[config.mk]
export PLATFORM = sky130hd
export DESIGN_NAME = duration_token_parser
export DESIGN_NICKNAME = d
export VERILOG_FILES = /design/src/dtp_pkg.sv /design/src/duration_token_parser.sv /design/src/dtp_parse.sv /design/src/dtp_result.sv
export SDC_FILE = /design/constraint.sdc
export NUM_CORES = 1
export LEC_CHECK = 0
export BUFFER_PORTS_ARGS = -buffer_cell sky130_fd_sc_hd__buf_2
export CAP_MARGIN = 40
export CORE_UTILIZATION = 35
export CTS_CLUSTER_SIZE = 16
export DETAILED_ROUTE_END_ITERATION = 10
export SLEW_MARGIN = 20
export SYNTH_ARGS = -nofsm -noshare
export SYNTH_HDL_FRONTEND = slang
export SYNTH_SLANG_ARGS = --single-unit
export TNS_END_PERCENT = 1
[constraint.sdc]
create_clock -name clk -period 9 [get_ports clk]
set_input_delay 1.35 -clock clk [delete_from_list [all_inputs] [get_ports clk]]
set_output_delay 1.35 -clock clk [all_outputs]
set_load 0.05 [all_outputs]
[src/dtp_pkg.sv]
// Shared types, codes and constants of the duration token parser.
package dtp_pkg;

  // Line length and position counter limits
  localparam int LINE_MAX = 256;
  localparam int POS_W    = 8;
  localparam logic [POS_W-1:0] POS_CAP =
    (LINE_MAX > 256) ? 8'd255 : POS_W'(LINE_MAX - 1);

  // Value widths and limits
  localparam int VAL_W = 20;
  localparam logic [VAL_W-1:0] SAT20         = 20'hFFFFF;
  localparam logic [VAL_W-1:0] MAX_DELAY_RST = 20'd604800;

  // Unit multipliers in seconds
  localparam int MUL_W = 17;
  localparam logic [MUL_W-1:0] MUL_SEC  = 17'd1;
  localparam logic [MUL_W-1:0] MUL_MIN  = 17'd60;
  localparam logic [MUL_W-1:0] MUL_HOUR = 17'd3600;
  localparam logic [MUL_W-1:0] MUL_DAY  = 17'd86400;

  // Character codes
  localparam logic [7:0] CH_SPACE = 8'h20;
  localparam logic [7:0] CH_0     = 8'h30;
  localparam logic [7:0] CH_9     = 8'h39;
  localparam logic [7:0] CH_S     = 8'h73;
  localparam logic [7:0] CH_M     = 8'h6D;
  localparam logic [7:0] CH_H     = 8'h68;
  localparam logic [7:0] CH_D     = 8'h64;

  // Result status codes
  localparam logic [1:0] ST_OK      = 2'd0;
  localparam logic [1:0] ST_NO_TIME = 2'd1;
  localparam logic [1:0] ST_NO_MSG  = 2'd2;
  localparam logic [1:0] ST_TOO_FAR = 2'd3;

  // One input character
  typedef struct packed {
    logic [7:0] ch;
    logic       last;
  } dtp_in_t;

  // One result
  typedef struct packed {
    logic [1:0]       status;
    logic [VAL_W-1:0] delay_seconds;
    logic [POS_W-1:0] message_start;
  } dtp_out_t;

  // Parse state after the last character, handed to the result path
  typedef struct packed {
    logic             in_num;
    logic [VAL_W-1:0] number;
    logic [VAL_W-1:0] total;
    logic             found_digit;
    logic             message_seen;
    logic [POS_W-1:0] start_offset;
  } dtp_snap_t;

endpackage

[src/duration_token_parser.sv]
// Top level of the duration token parser.
//
//   channel | direction | handshake          | payload
//   in_     | input     | in_valid, in_stall | dtp_in_t  (ch, last)
//   out_    | output    | out_valid, out_stall | dtp_out_t (status, delay_seconds,
//           |           |                    |            message_start)
//   cfg_    | input     | cfg_valid, cfg_ready | 20-bit max_delay
//
// One character is taken every cycle while in_stall is low; the scanner state updates at the transfer.
// A character marked last passes its result through the snapshot register and
// then the output register.
// in_stall rises only when both result stages hold a result and out_stall is high.
// Synchronous active-low reset clears the parse state and sets max_delay to 604800.
// cfg_ready is always high; write max_delay only while no result is pending.
module duration_token_parser (
  input  logic                          clk,
  input  logic                          rst_n,
  input  logic                          in_valid,
  output logic                          in_stall,
  input  dtp_pkg::dtp_in_t              in_data,
  output logic                          out_valid,
  input  logic                          out_stall,
  output dtp_pkg::dtp_out_t             out_data,
  input  logic                          cfg_valid,
  output logic                          cfg_ready,
  input  logic [dtp_pkg::VAL_W-1:0]     cfg_data
);

  logic                        in_acc;
  logic                        busy;
  dtp_pkg::dtp_snap_t          snap;
  logic [dtp_pkg::VAL_W-1:0]   max_delay_r;

  assign in_stall  = busy;
  assign in_acc    = in_valid && !busy;
  assign cfg_ready = 1'b1;

  // Hold the delay limit
  always_ff @(posedge clk) begin
    if (!rst_n) begin
      max_delay_r <= dtp_pkg::MAX_DELAY_RST;
    end else if (cfg_valid && cfg_ready) begin
      max_delay_r <= cfg_data;
    end
  end

  dtp_parse u_parse (
    .clk     (clk),
    .rst_n   (rst_n),
    .acc     (in_acc),
    .in_item (in_data),
    .snap    (snap)
  );

  dtp_result u_result (
    .clk       (clk),
    .rst_n     (rst_n),
    .snap_load (in_acc && in_data.last),
    .snap      (snap),
    .max_delay (max_delay_r),
    .out_stall (out_stall),
    .out_valid (out_valid),
    .out_data  (out_data),
    .busy      (busy)
  );

endmodule

[src/dtp_parse.sv]
// Character scanner: holds the parse state and updates it once per transfer.
module dtp_parse (
  input  logic                clk,
  input  logic                rst_n,
  input  logic                acc,
  input  dtp_pkg::dtp_in_t    in_item,
  output dtp_pkg::dtp_snap_t  snap
);

  localparam logic [2:0] PH_LEAD   = 3'd0;
  localparam logic [2:0] PH_NUM    = 3'd1;
  localparam logic [2:0] PH_UNIT   = 3'd2;
  localparam logic [2:0] PH_TRAIL  = 3'd3;
  localparam logic [2:0] PH_MSG    = 3'd4;
  localparam logic [2:0] PH_NOTIME = 3'd5;

  localparam int VW = dtp_pkg::VAL_W;
  localparam int PW = dtp_pkg::POS_W;
  localparam int MW = dtp_pkg::MUL_W;

  logic [2:0]    phase_r,  phase_nxt;
  logic [VW-1:0] number_r, number_nxt;
  logic [VW-1:0] total_r,  total_nxt;
  logic          found_r,  found_nxt;
  logic          msg_r,    msg_nxt;
  logic [PW-1:0] pos_r,    pos_nxt;
  logic [PW-1:0] start_r,  start_nxt;

  logic               is_digit;
  logic               is_space;
  logic               is_unit;
  logic [3:0]         dval;
  logic [MW-1:0]      unit_mul;
  logic [MW-1:0]      mul;
  logic [VW+MW-1:0]   prod;
  logic [VW+MW:0]     tot_sum;
  logic [VW-1:0]      tot_sat;
  logic [VW+3:0]      num10;
  logic [VW-1:0]      num_sat;

  // Decode the character
  always_comb begin
    is_digit = (in_item.ch >= dtp_pkg::CH_0) && (in_item.ch <= dtp_pkg::CH_9);
    is_space = (in_item.ch == dtp_pkg::CH_SPACE);
    dval     = in_item.ch[3:0];
    is_unit  = 1'b1;
    case (in_item.ch)
      dtp_pkg::CH_S: unit_mul = dtp_pkg::MUL_SEC;
      dtp_pkg::CH_M: unit_mul = dtp_pkg::MUL_MIN;
      dtp_pkg::CH_H: unit_mul = dtp_pkg::MUL_HOUR;
      dtp_pkg::CH_D: unit_mul = dtp_pkg::MUL_DAY;
      default: begin
        unit_mul = dtp_pkg::MUL_MIN;
        is_unit  = 1'b0;
      end
    endcase
    // A number ended by anything other than a unit counts as minutes
    mul = unit_mul;
  end

  // Saturating accumulate of the total and of the decimal number
  always_comb begin
    prod    = {{MW{1'b0}}, number_r} * {{VW{1'b0}}, mul};
    tot_sum = {{(MW+1){1'b0}}, total_r} + {1'b0, prod};
    tot_sat = (tot_sum > {{(MW+1){1'b0}}, dtp_pkg::SAT20}) ? dtp_pkg::SAT20
                                                          : tot_sum[VW-1:0];
    num10   = {4'b0, number_r} * (VW+4)'(10) + {{VW{1'b0}}, dval};
    num_sat = (num10 > {4'b0, dtp_pkg::SAT20}) ? dtp_pkg::SAT20 : num10[VW-1:0];
  end

  // Advance the phase
  always_comb begin
    phase_nxt  = phase_r;
    number_nxt = number_r;
    total_nxt  = total_r;
    found_nxt  = found_r;
    msg_nxt    = msg_r;
    start_nxt  = start_r;
    unique case (phase_r)
      PH_LEAD: begin
        if (is_digit) begin
          number_nxt = {{(VW-4){1'b0}}, dval};
          found_nxt  = 1'b1;
          phase_nxt  = PH_NUM;
        end else if (!is_space) begin
          phase_nxt = PH_NOTIME;
        end
      end
      PH_NUM: begin
        if (is_digit) begin
          number_nxt = num_sat;
        end else begin
          total_nxt = tot_sat;
          if (is_unit) begin
            phase_nxt = PH_UNIT;
          end else if (is_space) begin
            phase_nxt = PH_TRAIL;
          end else begin
            msg_nxt   = 1'b1;
            start_nxt = pos_r;
            phase_nxt = PH_MSG;
          end
        end
      end
      PH_UNIT: begin
        if (is_digit) begin
          number_nxt = {{(VW-4){1'b0}}, dval};
          phase_nxt  = PH_NUM;
        end else if (is_space) begin
          phase_nxt = PH_TRAIL;
        end else begin
          msg_nxt   = 1'b1;
          start_nxt = pos_r;
          phase_nxt = PH_MSG;
        end
      end
      PH_TRAIL: begin
        if (!is_space) begin
          msg_nxt   = 1'b1;
          start_nxt = pos_r;
          phase_nxt = PH_MSG;
        end
      end
      default: begin
        phase_nxt = phase_r;
      end
    endcase
    pos_nxt = (pos_r < dtp_pkg::POS_CAP) ? pos_r + PW'(1) : pos_r;
  end

  // Hand the updated state to the result path
  always_comb begin
    snap.in_num       = (phase_nxt == PH_NUM);
    snap.number       = number_nxt;
    snap.total        = total_nxt;
    snap.found_digit  = found_nxt;
    snap.message_seen = msg_nxt;
    snap.start_offset = start_nxt;
  end

  // Hold state between transfers; clear after the last character
  always_ff @(posedge clk) begin
    if (!rst_n || (acc && in_item.last)) begin
      phase_r  <= PH_LEAD;
      number_r <= '0;
      total_r  <= '0;
      found_r  <= 1'b0;
      msg_r    <= 1'b0;
      pos_r    <= '0;
      start_r  <= '0;
    end else if (acc) begin
      phase_r  <= phase_nxt;
      number_r <= number_nxt;
      total_r  <= total_nxt;
      found_r  <= found_nxt;
      msg_r    <= msg_nxt;
      pos_r    <= pos_nxt;
      start_r  <= start_nxt;
    end
  end

endmodule

[src/dtp_result.sv]
// Result path: snapshot register, final total and status, output register.
module dtp_result (
  input  logic                                clk,
  input  logic                                rst_n,
  input  logic                                snap_load,
  input  dtp_pkg::dtp_snap_t                  snap,
  input  logic [dtp_pkg::VAL_W-1:0]           max_delay,
  input  logic                                out_stall,
  output logic                                out_valid,
  output dtp_pkg::dtp_out_t                   out_data,
  output logic                                busy
);

  localparam int VW = dtp_pkg::VAL_W;

  logic               s_valid_r, s_valid_nxt;
  dtp_pkg::dtp_snap_t s_r;
  logic               o_valid_r, o_valid_nxt;
  dtp_pkg::dtp_out_t  o_r, o_nxt;
  logic               o_load;

  logic [VW+5:0]      fin_prod;
  logic [VW+6:0]      fin_sum;
  logic [VW-1:0]      fin;
  logic [VW-1:0]      secs;

  // Move the snapshot on when the output register is free or draining
  assign o_load = s_valid_r && (!o_valid_r || !out_stall);
  assign busy   = s_valid_r && !o_load;

  // Close a trailing bare number as minutes, then judge the total
  always_comb begin
    fin_prod = {6'b0, s_r.number} * (VW+6)'(60);
    fin_sum  = {7'b0, s_r.total} + {1'b0, fin_prod};
    if (s_r.in_num) begin
      fin = (fin_sum > {7'b0, dtp_pkg::SAT20}) ? dtp_pkg::SAT20 : fin_sum[VW-1:0];
    end else begin
      fin = s_r.total;
    end
    secs = (fin == '0) ? VW'(1) : fin;

    o_nxt.status        = dtp_pkg::ST_OK;
    o_nxt.delay_seconds = '0;
    o_nxt.message_start = '0;
    if (!s_r.found_digit) begin
      o_nxt.status = dtp_pkg::ST_NO_TIME;
    end else if (!s_r.message_seen) begin
      o_nxt.status = dtp_pkg::ST_NO_MSG;
    end else if ((secs == dtp_pkg::SAT20) || (secs > max_delay)) begin
      o_nxt.status = dtp_pkg::ST_TOO_FAR;
    end else begin
      o_nxt.delay_seconds = secs;
      o_nxt.message_start = s_r.start_offset;
    end
  end

  // Valid flags of both stages
  always_comb begin
    s_valid_nxt = s_valid_r;
    if (o_load) begin
      s_valid_nxt = 1'b0;
    end
    if (snap_load) begin
      s_valid_nxt = 1'b1;
    end
    o_valid_nxt = o_valid_r;
    if (o_valid_r && !out_stall) begin
      o_valid_nxt = 1'b0;
    end
    if (o_load) begin
      o_valid_nxt = 1'b1;
    end
  end

  always_ff @(posedge clk) begin
    if (!rst_n) begin
      s_valid_r <= 1'b0;
      o_valid_r <= 1'b0;
    end else begin
      s_valid_r <= s_valid_nxt;
      o_valid_r <= o_valid_nxt;
    end
  end

  // Payload registers
  always_ff @(posedge clk) begin
    if (snap_load) begin
      s_r <= snap;
    end
    if (o_load) begin
      o_r <= o_nxt;
    end
  end

  assign out_valid = o_valid_r;
  assign out_data  = o_r;

endmodule

==> flow_summary.json, run 1 <==
{
  "ys_seq_area_share_pct": 18.50,
  "cpPeakStageDelay_ns": 0.53,
  "r2r_slack_ns": 0.49,
  "worstSetupEndpointType": "flop",
  "synth_cell_types": 90,
  "cp_max_fo": 36,
  "rsz0062_at_grt": "yes",
  "worst_pin_slew_ns": 0.8040,
  "numPlacedInstances": 3371,
  "root_buffer": "clkbuf_16",
  "clock_skew_ns": 0.01619,
  "crit_buf_inv": 6,
  "vdd_drop_max_mv": 0.1428,
  "grt_pass1_wl_mm": 95.84,
  "fin_tns_setup_ns": 0,
  "hp-start": "u_parse.msg_r$_SDFFE_PP0P_",
  "port_buffers": 65,
  "grt_overflow": 0,
  "area_delta_synth_final_pct": 11.86,
  "status": "finished, final reports clean",
  "avgSynthCellArea_um2": 9.147,
  "layout_commonest_cell": "inv_1",
  "p_leak_nw": 12.23,
  "first_iter_violations": 1170,
  "crit_path_top_delay_cell": "fa_1",
  "pwr-share-seq_pct": 33.7,
  "min_path_type": "flop to flop",
  "die_w_um": 253.5,
  "initial_core_util_pct": 35.67,
  "rows": 91,
  "cts_buffer_depth": 2,
  "drive_above_1_share_pct": 9.899,
  "core_mm2": 0.06205,
  "cts_tree": "built",
  "first_pass_iters": 5,
  "maxSlewHeadroom_pct": 45.98,
  "die_h_um": 253.5,
  "cellPowerDensity_mw_per_mm2": 101.1,
  "crit_required_ns": 9.16,
  "routedWlPerCell_um": 17.53,
  "clk_pin_slew_ns": 0.06,
  "antenna_found_initial": 0,
  "drv_cap": 0,
  "fill_cells": 6044,
  "hold_viol_final": 0,
  "post_drt_via_cell_ratio": 5.224,
  "grt_pass1_vias": 17950,
  "place_congestion": 0.9094,
  "final_cell_mix": "393 x inv_1, 291 x ha_1, 251 x fa_1, 151 x nor2_1, 142 x nand2_1",
  "synth-seq-cells": 164,
  "layout.cells.non_filler": 3403,
  "vias": 17780,
  "final-setup-viol-count": 0,
  "crit_family": "adder cells",
  "switching_share_pct": 37.62,
  "cell_internal_pwr_w": 0.001562,
  "drv_slew": 0,
  "synth_edf_count": 81,
  "clock_sinks": 164,
  "period_share_pct": 95.95,
  "ys.flop_type": "dfxtp_1",
  "dpl.hpwl_mm": 50.32,
  "fmax_mhz": 115.8,
  "reg2reg_from": "u_result.s_r[39]$_DFFE_PP_",
  "netlist_area_mm2": 0.02213,
  "start_kind": "input pin",
  "antenna_left": 0,
  "startpoint": "in_data[7]",
  "grt_max_degree": 41,
  "die-area_mm2": 0.06425,
  "wl_mm": 59.64,
  "syn_inst": 2420,
  "final_nets": 3130,
  "async_reset_ff_share_pct": 0,
  "crit_arrival_ns": 8.80,
  "synth_fp_nets": 2996,
  "hold_buffers": 0,
  "min_period_ns": 8.635,
  "cts_max_level": 4,
  "combinationalPowerShare_pct": 38.5,
  "clk_latency_ns": 0.44,
  "critical_path_class": "input pin to flop",
  "top_level_ports": 67,
  "yosysWarnings": 0,
  "p_switching_w": 0.0009419,
  "diodes": 0,
  "drc_errors": 0,
  "clockPowerShare_pct": 27.8,
  "critPathMostFrequentCell": "fa_1",
  "numCtsBuffers": 17,
  "grtUsageTotal_pct": 18.84
}
worst paths after layout:
path,to,depth (start not counted)
worst max-delay path,u_result.s_r[12]$_DFFE_PP_,29
worst min register to register,u_parse.msg_r$_SDFFE_PP0P_,2
worst max register to register,u_result.out_data[17]$_SDFFCE_PP0P_,38
worst min-delay path,u_parse.msg_r$_SDFFE_PP0P_,2
registers in the layout, summed over array words and instances, names as in the netlist:
signal	count
u_parse.start_r	8
u_result.s_valid_r	1
u_parse.pos_r	8
max_delay_r	20
u_parse.total_r	20
u_parse.found_r	1
u_parse.number_r	20
u_parse.phase_r	3
u_result.s_r	51
u_result.out_data	30
u_result.out_valid	1
u_parse.msg_r	1
cell families after synthesis:
group / synth area share, %
buffers and inverters: 8.061
multiplexers: 1.249
other: 0.01694
AO/OA/AOI/OAI: 15.72
XOR/XNOR: 3.482
AND/OR/NAND/NOR: 13.83
adder cells (fa/ha/maj): 39.15
flip-flops: 18.50
synthesized netlist by cell type (44+ instances only):
master,instances,area share [%]
a21o_1,61,2.1
a21oi_1,132,3.0
a31oi_1,44,1.2
and2_1,83,2.3
clkbuf_1,57,0.97
dfxtp_1,83,7.5
edfxtp_1,81,11
fa_1,251,23
ha_1,291,16
inv_1,394,6.7
nand2_1,142,2.4
nor2_1,151,2.6
o21ai_0,105,2.4
xnor2_1,50,2.0
worst register-to-register path, delay by kind of cell, from the launching register on:
family,cells,cell delay (ns)
adder cells (fa/ha/maj),5,1.94
AND/OR/NAND/NOR,6,1.09
flip-flops,1,0.41
AO/OA/AOI/OAI,21,3.84
XOR/XNOR,1,0.22
buffers and inverters,5,0.88
repair_timing:
item,CTS,global route
setup endpoints to repair,0,47
gates resized for setup,0,3
buffers inserted,0,0
metrics by stage:
step / power, W / instance area (µm²) / hold WS, ns / utilization [%] / setup WS (ns)
2_1_floorplan: 0.001561 / 22140 / 0.4293 / - / 0.3381
3_3_place_gp: 0.001784 / 24160 / 0.4434 / 38.93 / 0.02118
3_5_place_dp: 0.001803 / 24190 / 0.4573 / 38.98 / -0.06844
4_1_cts: 0.002502 / 24740 / 0.4721 / 39.87 / 0.3500
5_1_grt: 0.002649 / 24760 / 0.5083 / 39.90 / -0.07639
6_report: 0.002504 / 24760 / 0.4699 / 39.90 / 0.3645
layout make-up:
cell class / count / area, µm² / share of cell area [%]
multi-input cells: 1788 / 16300 / 65.83
flip-flops and latches: 164 / 4094 / 16.53
inverters: 395 / 1483 / 5.988
repair buffers: 188 / 1284 / 5.185
well taps: 837 / 1047 / 4.230
clock buffers: 18 / 429.2 / 1.733
clock inverters: 13 / 123.9 / 0.5003
per-layer routing:
metal,track usage [%],part of all wire (%),up-vias
met3,1.639,5.2,87
li1,-,-,8508
met5,0,0,-
met4,5.576,2.6,0
met1,25.37,45,8634
met2,31.99,47,547
power by group through the flow:
stage               sequential (W)  clock, W  combinational (W)
floorplan                 0.000858         0           0.000703
global placement          0.000859         0           0.000925
detailed placement        0.000859         0           0.000945
CTS                       0.000842  0.000711           0.000950
global route              0.000845  0.000736            0.00107
finish                    0.000843  0.000697           0.000963
No activity file was read; power rests on OpenSTA's default activity.
==> run 2: changes to the inputs <==
--- a/config.mk
+++ b/config.mk
@@ -10,6 +10,7 @@
 export CORE_UTILIZATION = 35
 export CTS_CLUSTER_SIZE = 16
 export DETAILED_ROUTE_END_ITERATION = 10
+export SETUP_SLACK_MARGIN = 0.5
 export SLEW_MARGIN = 20
 export SYNTH_ARGS = -nofsm -noshare
 export SYNTH_HDL_FRONTEND = slang
==> constraint.sdc (replaced) <==
create_clock -name clk -period 8.72 [get_ports clk]
set_input_delay 1.744 -clock clk [delete_from_list [all_inputs] [get_ports clk]]
set_output_delay 1.744 -clock clk [all_outputs]
set_load 0.05 [all_outputs]
==> flow_summary.json, run 2 (synthesis results as in run 1) <==
{
  "status": "finished, final reports clean",
  "largest_register": "u_result.s_r",
  "rsz0062_at_grt": "yes",
  "die_h_um": 253.5,
  "grt_max_degree": 41,
  "cts_max_level": 4,
  "crit_path_top_delay_cell": "fa_2",
  "initial_core_util_pct": 35.67,
  "grtUsageMet2_pct": 32.23,
  "vdd_drop_max_mv": 0.09151,
  "hp-start": "u_parse.msg_r$_SDFFE_PP0P_",
  "fin_tns_setup_ns": 0,
  "pwr-share-seq_pct": 31.8,
  "clockPowerShare_pct": 28.8,
  "largest_reg_flops": 51,
  "hold_depth": 2,
  "grt_use_met3_pct": 1.823,
  "clock_sinks": 164,
  "p_switching_w": 0.001038,
  "root_buffer": "clkbuf_16",
  "busiest_layer": "met2",
  "drv_cap": 0,
  "cp_max_fo": 34,
  "final-setup-viol-count": 0,
  "vias": 17780,
  "final_cell_mix": "383 x inv_1, 275 x ha_1, 248 x fa_1, 146 x nor2_1, 137 x buf_4",
  "crit_required_ns": 8.90,
  "drive_above_1_share_pct": 14.02,
  "worstSetupEndpointType": "flop",
  "switching_share_pct": 37.86,
  "power_w": 0.002741,
  "grtUsageTotal_pct": 18.56,
  "core_mm2": 0.06205,
  "period_share_pct": 98.29,
  "reg2reg_depth": 32,
  "cts_tree": "built",
  "clk_latency_ns": 0.44,
  "crit_buf_inv": 7,
  "maxSlewHeadroom_pct": 43.79,
  "grt_pass1_vias": 17720,
  "hold_viol_final": 0,
  "setup_slack_ns": 0.1494,
  "clk_pin_slew_ns": 0.06,
  "layout_commonest_cell": "inv_1",
  "met1_usage_pct": 24.86,
  "crit_family": "adder cells",
  "r2r_slack_ns": 0.83,
  "min_period_ns": 8.571,
  "critical_path_class": "input pin to flop",
  "clock_skew_ns": 0.01160,
  "cellPowerDensity_mw_per_mm2": 107.6,
  "numCtsBuffers": 17,
  "area_delta_synth_final_pct": 15.05,
  "first_iter_violations": 1160,
  "grt_overflow": 0,
  "diodes": 0,
  "post_drt_via_cell_ratio": 5.188,
  "worstHoldEndpoint": "u_parse.msg_r$_SDFFE_PP0P_",
  "crit_arrival_ns": 8.75,
  "pre_cts_ws_ns": -0.4137,
  "reg2reg_to": "u_result.out_data[17]$_SDFFCE_PP0P_",
  "routedWlPerCell_um": 17.26,
  "die-area_mm2": 0.06425,
  "dpl.hpwl_mm": 49.21,
  "worst_pin_slew_ns": 0.8381,
  "top_level_ports": 67,
  "critPathMostFrequentCell": "fa_1",
  "port_buffers": 65,
  "die_w_um": 253.5,
  "cpPeakStageDelay_ns": 0.56,
  "rows": 91,
  "cts_buffer_depth": 2,
  "final_nets": 3153,
  "p_leak_nw": 12.43,
  "fmax_mhz": 116.7,
  "place_congestion": 0.8816,
  "min_path_type": "flop to flop",
  "start_kind": "input pin",
  "antenna_found_initial": 1,
  "combinationalPowerShare_pct": 39.4,
  "drc_errors": 0,
  "first_pass_iters": 5,
  "holdWs_ns": 0.4632,
  "grt_pass1_wl_mm": 94.30,
  "drv_slew": 0,
  "antenna_left": 0,
  "cell_internal_pwr_w": 0.001703,
  "wl_mm": 59.14,
  "reg2reg_from": "u_result.s_r[35]$_DFFE_PP_"
}
==> run 2: changes by cell type in the layout (fill, tap and decap cells not counted), moves of 8 or more <==
cell,change
o21ai_0,-8
ha_4,+9
buf_4,+18
inv_2,+9
and2_4,+13
and2_1,-15
ha_1,-16
inv_1,-10
==> run 2: power by group through the flow <==
stage / registers (W) / clock network (W) / logic (W)
after floorplan: 0.000886 / 0 / 0.000728
after detailed placement: 0.000886 / 0 / 0.000998
after global placement: 0.000885 / 0 / 0.000980
final: 0.000870 / 0.000790 / 0.00108
after global routing: 0.000872 / 0.000828 / 0.00119
after CTS: 0.000868 / 0.000800 / 0.00101
==> run 2: worst max-delay path by stage <==
stage,from,end,cells after the start
floorplan,in_data[8],u_result.s_r[10]$_DFFE_PP_,27
global placement,in_data[1],u_result.s_r[16]$_DFFE_PP_,30
detailed placement,in_data[1],u_result.s_r[26]$_DFFE_PP_,30
CTS,in_data[1],u_result.s_r[26]$_DFFE_PP_,30
global route,in_data[8],u_result.s_r[29]$_DFFE_PP_,30
finish,in_data[8],u_result.s_r[15]$_DFFE_PP_,30
==> run 2: worst min-delay path, delay by kind of cell, from the launching register on <==
kind | cells | cell delay [ns]
AND/OR/NAND/NOR | 1 | 0.07
flip-flops | 1 | 0.32
AO/OA/AOI/OAI | 1 | 0.04
==> run 2: cell type report <==
cell class              instances  area, µm²
multi-input cells            1788      16730
fillers                      6050      36590
clock inverters                13      158.9
well taps                     837       1047
flip-flops and latches        164       4094
clock buffers                  19      454.2
inverters                     395       1485
repair buffers                211       1499
==> run 2: what timing repair did <==
action | 4_1_cts | 5_1_grt
endpoints found under the setup margin | 70 | 70
setup buffers | 3 | 0
gates resized for setup | 3 | 63
hold buffers | 0 | 0
pin swaps | 1 | 20
==> run 2: per-layer routing <==
| layer | wire [µm] | part of all wire, % |
|---|---|---|
| met2 | 28680 | 48 |
| met1 | 26490 | 45 |
| met4 | 1074 | 1.8 |
| met3 | 2883 | 4.9 |
| met5 | 10 | 0.017 |
==> run 2: through the flow <==
| stage | instances | util [%] | area, µm² |
|---|---|---|---|
| CTS | 3427 | 40.68 | 25240 |
| global placement | 3390 | 39.58 | 24560 |
| finish | 3427 | 41.04 | 25470 |
| global route | 3427 | 41.04 | 25470 |
| detailed placement | 3392 | 39.63 | 24590 |
| floorplan | 2420 | - | 22430 |
==> run 3: changes to the inputs <==
==> constraint.sdc (replaced) <==
create_clock -name clk -period 8.8 [get_ports clk]
set_input_delay 1.76 -clock clk [delete_from_list [all_inputs] [get_ports clk]]
set_output_delay 1.76 -clock clk [all_outputs]
set_load 0.05 [all_outputs]
==> flow_summary.json, run 3 (synthesis results as in run 1) <==
{
  "antenna_left": 0,
  "grt_overflow": 0,
  "pre_cts_ws_ns": -0.2682,
  "die_h_um": 253.5,
  "holdWs_ns": 0.4670,
  "clock_skew_ns": 0.01316,
  "core_mm2": 0.06205,
  "clock_sinks": 164,
  "layout_commonest_cell": "inv_1",
  "min_period_ns": 8.604,
  "cts_max_level": 4,
  "grtUsageMet2_pct": 31.37,
  "crit_path_top_delay_cell": "fa_1",
  "area_delta_synth_final_pct": 14.60,
  "drv_slew": 0,
  "grt_pass1_vias": 17860,
  "r2r_slack_ns": 0.79,
  "post_drt_via_cell_ratio": 5.189,
  "cp_max_fo": 36,
  "grtUsageTotal_pct": 18.48,
  "cp.depth": 27,
  "vias": 17740,
  "reg2reg_depth": 32,
  "fmax_mhz": 116.2,
  "place_congestion": 0.8819,
  "maxSlewHeadroom_pct": 43.65,
  "cts_buffer_depth": 2,
  "grt_use_met3_pct": 1.833,
  "period_share_pct": 97.77,
  "vdd_drop_max_mv": 0.1105,
  "start_kind": "input pin",
  "startpoint": "in_data[1]",
  "first_iter_violations": 1178,
  "reg2reg_from": "u_result.s_r[35]$_DFFE_PP_",
  "crit_arrival_ns": 8.77,
  "dpl.hpwl_mm": 49.10,
  "grt_max_degree": 40,
  "met1_usage_pct": 24.70,
  "drive_above_1_share_pct": 13.05,
  "crit_buf_inv": 7,
  "initial_core_util_pct": 35.67,
  "largest_reg_flops": 51,
  "final_nets": 3145,
  "crit_required_ns": 8.96,
  "cp-endpoint": "u_result.s_r[16]$_DFFE_PP_",
  "wl_mm": 58.66,
  "final-setup-viol-count": 0,
  "reg2reg_to": "u_result.out_data[22]$_SDFFCE_PP0P_",
  "diodes": 0,
  "final_cell_mix": "386 x inv_1, 279 x ha_1, 249 x fa_1, 149 x nor2_1, 135 x nand2_1",
  "cpPeakStageDelay_ns": 0.54,
  "top_level_ports": 67,
  "worstSetupEndpointType": "flop",
  "critPathMostFrequentCell": "fa_1",
  "routedWlPerCell_um": 17.16,
  "die_w_um": 253.5,
  "p_leak_nw": 12.41,
  "layout.cells.non_filler": 3419,
  "rsz0062_at_grt": "yes",
  "hold_viol_final": 0,
  "drc_errors": 0,
  "numPlacedInstances": 3385,
  "cellPowerDensity_mw_per_mm2": 107.1,
  "cts_tree": "built",
  "drv_cap": 0,
  "port_buffers": 65,
  "root_buffer": "clkbuf_16",
  "die-area_mm2": 0.06425,
  "power_w": 0.002718,
  "rows": 91,
  "status": "finished, final reports clean",
  "crit_family": "adder cells",
  "numCtsBuffers": 17,
  "antenna_found_initial": 0,
  "busiest_layer": "met2",
  "critical_path_class": "input pin to flop",
  "min_path_type": "flop to flop",
  "fin_util_pct": 40.88,
  "first_pass_iters": 5,
  "clk_pin_slew_ns": 0.06,
  "setup_slack_ns": 0.1959,
  "grt_pass1_wl_mm": 93.71,
  "largest_register": "u_result.s_r",
  "hold_buffers": 0,
  "clk_latency_ns": 0.44,
  "worst_pin_slew_ns": 0.8444
}
## run 3: cell count changes in the layout (fill, tap and decap cells not counted), moves of 3 or more
| cell | before | now |
|---|---|---|
| ha_2 | 7 | 4 |
| inv_2 | 11 | 6 |
| buf_6 | 4 | 0 |
| a31oi_1 | 42 | 39 |
| nor2_2 | 5 | 2 |
| inv_4 | 1 | 4 |
| inv_1 | 383 | 386 |
| a21oi_2 | 8 | 4 |
| buf_4 | 137 | 133 |
| a21oi_1 | 125 | 129 |
| o21ai_0 | 96 | 99 |
| nor2_1 | 146 | 149 |
| ha_1 | 275 | 279 |
## run 3: what timing repair did
item,4_1_cts,5_1_grt
resized for setup,4,36
pin swaps,0,8
setup buffers,0,2
endpoints found under the setup margin,70,70
gates cloned,0,0
## run 3: how the worst min path moves through the flow
stage                                     startpoint  cells after the start                          to
after floorplan           u_parse.msg_r$_SDFFE_PP0P_                      2  u_parse.msg_r$_SDFFE_PP0P_
after global placement    u_parse.msg_r$_SDFFE_PP0P_                      2  u_parse.msg_r$_SDFFE_PP0P_
after detailed placement  u_parse.msg_r$_SDFFE_PP0P_                      2  u_parse.msg_r$_SDFFE_PP0P_
after CTS                 u_parse.msg_r$_SDFFE_PP0P_                      2  u_parse.msg_r$_SDFFE_PP0P_
after global routing      u_parse.msg_r$_SDFFE_PP0P_                      2  u_parse.msg_r$_SDFFE_PP0P_
final                     u_parse.msg_r$_SDFFE_PP0P_                      2  u_parse.msg_r$_SDFFE_PP0P_
## run 3: area by class of cell
type                    count  area, µm²
well taps                 837       1047
clock buffers              18      429.2
flip-flops and latches    164       4094
clock inverters            14      210.2
multi-input cells        1788      16670
fillers                  6088      36690
inverters                 395       1490
repair buffers            203       1424
## run 3: report_power, final
group	internal (W)	switching (W)	total, W
clock	0.000485	0.000330	0.000814
sequential	0.000832	0.0000308	0.000862
combinational	0.000395	0.000646	0.00104
total	0.00171	0.00101	0.00272
## run 3: metrics by stage
stage               area [µm²]  TNS [ns]
global placement         24490    -4.925
global route             25370    -3.881
CTS                      25190         0
floorplan                22430         0
finish                   25370         0
detailed placement       24520    -8.147
## run 3: metal layers
metal / vias up / part of all wire, %
met4: 0 / 2.8
met2: 451 / 48
met3: 91 / 4.5
met5: - / 0
met1: 8647 / 45
li1: 8551 / -
## run 3: worst min-delay path, cell delays in order (launching register included)
cell and delay, ns:
dfxtp_1 0.32, a21oi_1 0.04, nor2_1 0.07
